**src/sv/pfpll_pkg.sv**
```systemverilog
// shared types, constants and the arctangent table of the pilot loop
package pfpll_pkg;

  localparam int SAMPLE_WIDTH_DEF     = 16;
  localparam int PHASE_WIDTH_DEF      = 32;
  localparam int ANGLE_ITERATIONS_DEF = 16;

  localparam int ATAN_ENTRIES = 24;
  localparam int ITER_W       = 5;
  localparam int CW           = 34;  // cordic x/y, room for the vectoring gain
  localparam int ZW           = 32;  // angle, 2^32 per turn
  localparam int MUL_AW       = 33;
  localparam int MUL_BW       = 32;
  localparam int MUL_PW       = MUL_AW + MUL_BW;
  localparam int CFG_IDX_W    = 2;
  localparam int CFG_DATA_W   = 32;

  localparam logic [CFG_IDX_W-1:0] REG_FILTER_COEFF = 2'd0;
  localparam logic [CFG_IDX_W-1:0] REG_START_FREQ   = 2'd1;
  localparam logic [CFG_IDX_W-1:0] REG_PHASE_GAIN   = 2'd2;
  localparam logic [CFG_IDX_W-1:0] REG_FREQ_GAIN    = 2'd3;

  localparam logic [15:0] FILTER_COEFF_RST = 16'd1206;
  localparam logic [31:0] START_FREQ_RST   = 32'hBFFD53B8;
  localparam logic [31:0] PHASE_GAIN_RST   = 32'd42949673;
  localparam logic [31:0] FREQ_GAIN_RST    = 32'd107374;

  localparam logic signed [CW-1:0] CORDIC_START = 34'sd652032874;
  localparam logic signed [ZW-1:0] QUARTER_TURN = 32'sd1073741824;

  typedef struct packed {
    logic              load;
    logic              step;
    logic              vec;
    logic [ITER_W-1:0] k;
  } cordic_ctrl_t;

  function automatic logic [ZW-1:0] atan_entry(input logic [ITER_W-1:0] k);
    case (k)
      5'd0:    atan_entry = 32'h20000000;
      5'd1:    atan_entry = 32'h12E4051E;
      5'd2:    atan_entry = 32'h09FB385B;
      5'd3:    atan_entry = 32'h051111D4;
      5'd4:    atan_entry = 32'h028B0D43;
      5'd5:    atan_entry = 32'h0145D7E1;
      5'd6:    atan_entry = 32'h00A2F61E;
      5'd7:    atan_entry = 32'h00517C55;
      5'd8:    atan_entry = 32'h0028BE53;
      5'd9:    atan_entry = 32'h00145F2F;
      5'd10:   atan_entry = 32'h000A2F98;
      5'd11:   atan_entry = 32'h000517CC;
      5'd12:   atan_entry = 32'h00028BE6;
      5'd13:   atan_entry = 32'h000145F3;
      5'd14:   atan_entry = 32'h0000A2FA;
      5'd15:   atan_entry = 32'h0000517D;
      5'd16:   atan_entry = 32'h000028BE;
      5'd17:   atan_entry = 32'h0000145F;
      5'd18:   atan_entry = 32'h00000A30;
      5'd19:   atan_entry = 32'h00000518;
      5'd20:   atan_entry = 32'h0000028C;
      5'd21:   atan_entry = 32'h00000146;
      5'd22:   atan_entry = 32'h000000A3;
      5'd23:   atan_entry = 32'h00000051;
      default: atan_entry = 32'h00000000;
    endcase
  endfunction

endpackage

```
**src/sv/pfpll_mul.sv**
```systemverilog
// shared signed multiplier with registered product
module pfpll_mul (
  input  logic                                clk,
  input  logic signed [pfpll_pkg::MUL_AW-1:0] a,
  input  logic signed [pfpll_pkg::MUL_BW-1:0] b,
  output logic signed [pfpll_pkg::MUL_PW-1:0] p_r
);
  import pfpll_pkg::*;

  logic signed [MUL_PW-1:0] p_nxt;

  assign p_nxt = MUL_PW'(a) * MUL_PW'(b);

  always_ff @(posedge clk) begin
    p_r <= p_nxt;
  end

endmodule

```
**config.mk**
```make
export PLATFORM = sky130hd
export DESIGN_NAME = pfpll_mul
export DESIGN_NICKNAME = d
export VERILOG_FILES = /design/src/sv/pfpll_pkg.sv /design/src/sv/pfpll_mul.sv
export SDC_FILE = /design/constraint.sdc
export NUM_CORES = 2
export LEC_CHECK = 0
export BUFFER_PORTS_ARGS = -buffer_cell sky130_fd_sc_hd__buf_2
export CAP_MARGIN = 20
export CORE_ASPECT_RATIO = 1.75
export CORE_MARGIN = 4
export CORE_UTILIZATION = 50
export DETAILED_ROUTE_END_ITERATION = 12
export GPL_ROUTABILITY_DRIVEN = 1
export PLACE_DENSITY = 0.73
export RECOVER_POWER = 100
export SYNTH_ARGS = -nofsm -noshare
export SYNTH_HDL_FRONTEND = slang
export SYNTH_SLANG_ARGS = --single-unit
```
**constraint.sdc**
```tcl
create_clock -name clk -period 18.5 [get_ports clk]
set_input_delay 4.625 -clock clk [delete_from_list [all_inputs] [get_ports clk]]
set_output_delay 4.625 -clock clk [all_outputs]
set_load 0.05 [all_outputs]
```
==> summary.md <==
| Metric | Value |
|---|---|
| Hold-fix buffers, CTS | 0 |
| Synth warn | 0 |
| Post-route ant nets | 0 |
| Max-Cap Viols | 1 |
| WL met1 | 32550 um |
| Setup total negative slack | 0 ns |
| Flops & latches, synth | 65 |
| DR WL/cell | 21.71 um |
| Mapped Cells | 4055 |
| Mapped cell area | 0.03846 mm2 |
| # Post-CTS Setup Buffers | 0 |
| Mapped Nets | 5419 |
| Die X | 217.6 um |
| Post-synth top flop | dfxtp_1 |
| Sequential cell area fraction in the yosys report | 3.384% |
| Area of the multi-input gates | 0.03261 mm2 |
| Actual slew at the worst max-slew pin | 1.938 ns |
| Failing checks | max-capacitance violations, max-slew violations |
| DRC errors left | 0 |
| Mean post-synth cell area | 9.484 um2 |
| RSZ-0062 raised after global routing | false |
| Vias/cell | 5.491 |
| Netlist cell types | 59 |
| Slowest cell delay on critical path | 1.37 ns |
| DR iter-0 viols | 1580 |
| Hpwl dp | 88000 um |
| Crit share post-route | 74.50% |
| Hold Crit Class | input port to flop |
| Die ar. | 0.08159 mm2 |
| Biggest regs | p_r: 65 flops |
| Post-layout nets | 5364 |
| Total number of vias | 27610 |
| CP Capture Type | flop |
| Max Root-Sink Buffers | 2 |
| Largest register FFs | 65 |
| Most frequent cell after synthesis | fa_1 |
| Largest net degree at the start of global routing | 34 |
| Area leader, netlist | fa_1 |
| CP Class | input port to flop |
| Antenna violations before repair | 6 |
| F_max | 72.56 MHz |
| Top post-synthesis cells by area | fa_1, inv_1, and2_1, ha_1, nand2_1 |
| CTS sink cnt | 65 |
| Max-slew headroom | -29.18% |
| Most used cell, CP | fa_1 |
| Die Y | 374.9 um |
| Wire length on met3 | 5622 um |
| Final Slew Violations | 34 |
| Min cycle time layout | 13.78 ns |
| Top layer reached by signal wires | met4 |
| CTS tree | yes |
| Critical Path Start Type | input port |
| Top post-synthesis cells by count | fa_1, inv_1, nand2_1 |
| Register name with the most flops | p_r |
| Ys async rst share | 0% |
| Number of core rows | 134 |
| Register Area | 0.001301 mm2 |
| Worst endpoint data arrival time | 14.07 ns |
| Layout cells sized above 1 | 2.547% |
| Gp weighted congestion | 0.9332 |
| CP Max Fanout | 33 |
| CTS Buf Count | 9 |
| IO Count | 131 |
| # fillers | 6924 |
| Status | finished, violations left |
| Vias in the first global route | 31770 |
| Clk root buf | clkbuf_16 |
| Final WL | 109200 um |
| Final Hold Fails | 0 |
| Port-buffer cells | 130 |
| Post-synth EDFFs | 0 |
| DRT Pass-1 Iters | 7 |
| H-Tree Depth | 3 |
| Total GRT Usage | 28.25% |
| Final setup vio count | 0 |
| WP data required | 18.79 ns |
| First-pass GRT wire length | 174400 um |
| Met2 wire length | 59190 um |
| GR Overflow Total | 0 |
| Area delta synth->final | 3.673% |
| # resized after CTS | 0 |
| Core ar. | 0.07629 mm2 |
| Clock transition at path regs | 0.07 ns |
| Top-area cell type share of the netlist area | 57.89% |
| Worst path slowest cell | clkbuf_1 |
| Initial core utilization | 50.41% |
## layer usage
layer / vias to the layer above / global-route usage, %
met5: - / 0
met4: 0 / 23.39
met3: 516 / 4.223
met2: 1134 / 51.05
met1: 14530 / 28.17
li1: 11430 / -
## cell families after synthesis
logic type,share of synthesized area [%]
fa+ha+maj,63.94
simple gates,15.82
buf+inv,11.75
compound gates,3.462
xor+xnor,1.617
flops,3.384
mux,0.02928
## through the flow
stage	util, %	cell area, um2	hold slack [ns]	worst slack [ns]	cells
detailed placement	52.04	39700	5.094	5.116	5009
finish	52.26	39870	4.862	4.718	5029
global placement	52.03	39690	5.095	5.117	5008
global route	52.25	39860	4.869	4.267	5025
floorplan	-	38460	4.752	6.684	4055
CTS	52.40	39980	4.854	5.536	5025
## critical path, delay by kind of cell
family,cells,cell delay (ns)
buffers and inverters,6,1.67
adders and majority gates,9,3.82
xor gates and xnor gates,1,0.17
and+or+nand+nor,2,0.40
AOI/OAI and AO/OA,7,3.39
## layout make-up
type	count	area share, %
Sequential cell	65	3.264
Inverter	991	9.330
Clock inverter	6	0.1067
Antenna cell	4	0.02511
Timing Repair Buffer	145	1.692
Tap cell	1020	3.201
Clock buffer	10	0.5994
Multi-Input combinational cell	2788	81.78
## layout by cell type (no fill, tap or decap), drive strengths merged, types with 4 or more instances in the layout
cell type  synthesis  final
fa              1112   1112
inv              991    992
nand2            540    540
and2             535    535
ha               186    186
buf                8     78
clkbuf           203     77
nor2              65     65
dfxtp             65     65
a21oi             61     61
xnor2             47     47
o21ai             38     38
xor2              24     24
a21o              22     22
nand3             19     19
nand2b            14     14
o211ai            14     14
nor3              12     12
o21bai            12     12
a31oi             11     11
nand4              9      9
o31ai              8      8
nor2b              7      7
and3               5      5
a211oi             5      5
diode              0      4
## path summary, 6_finish.rpt
| check | startpoint | end | depth (start not counted) |
|---|---|---|---|
| setup / recovery | b[0] | p_r[58] | 25 |
| hold / removal | a[0] | p_r[0] | 3 |
Power is not shown: default switching activity piles up to over one toggle a cycle in this logic, so the estimate is an artifact.
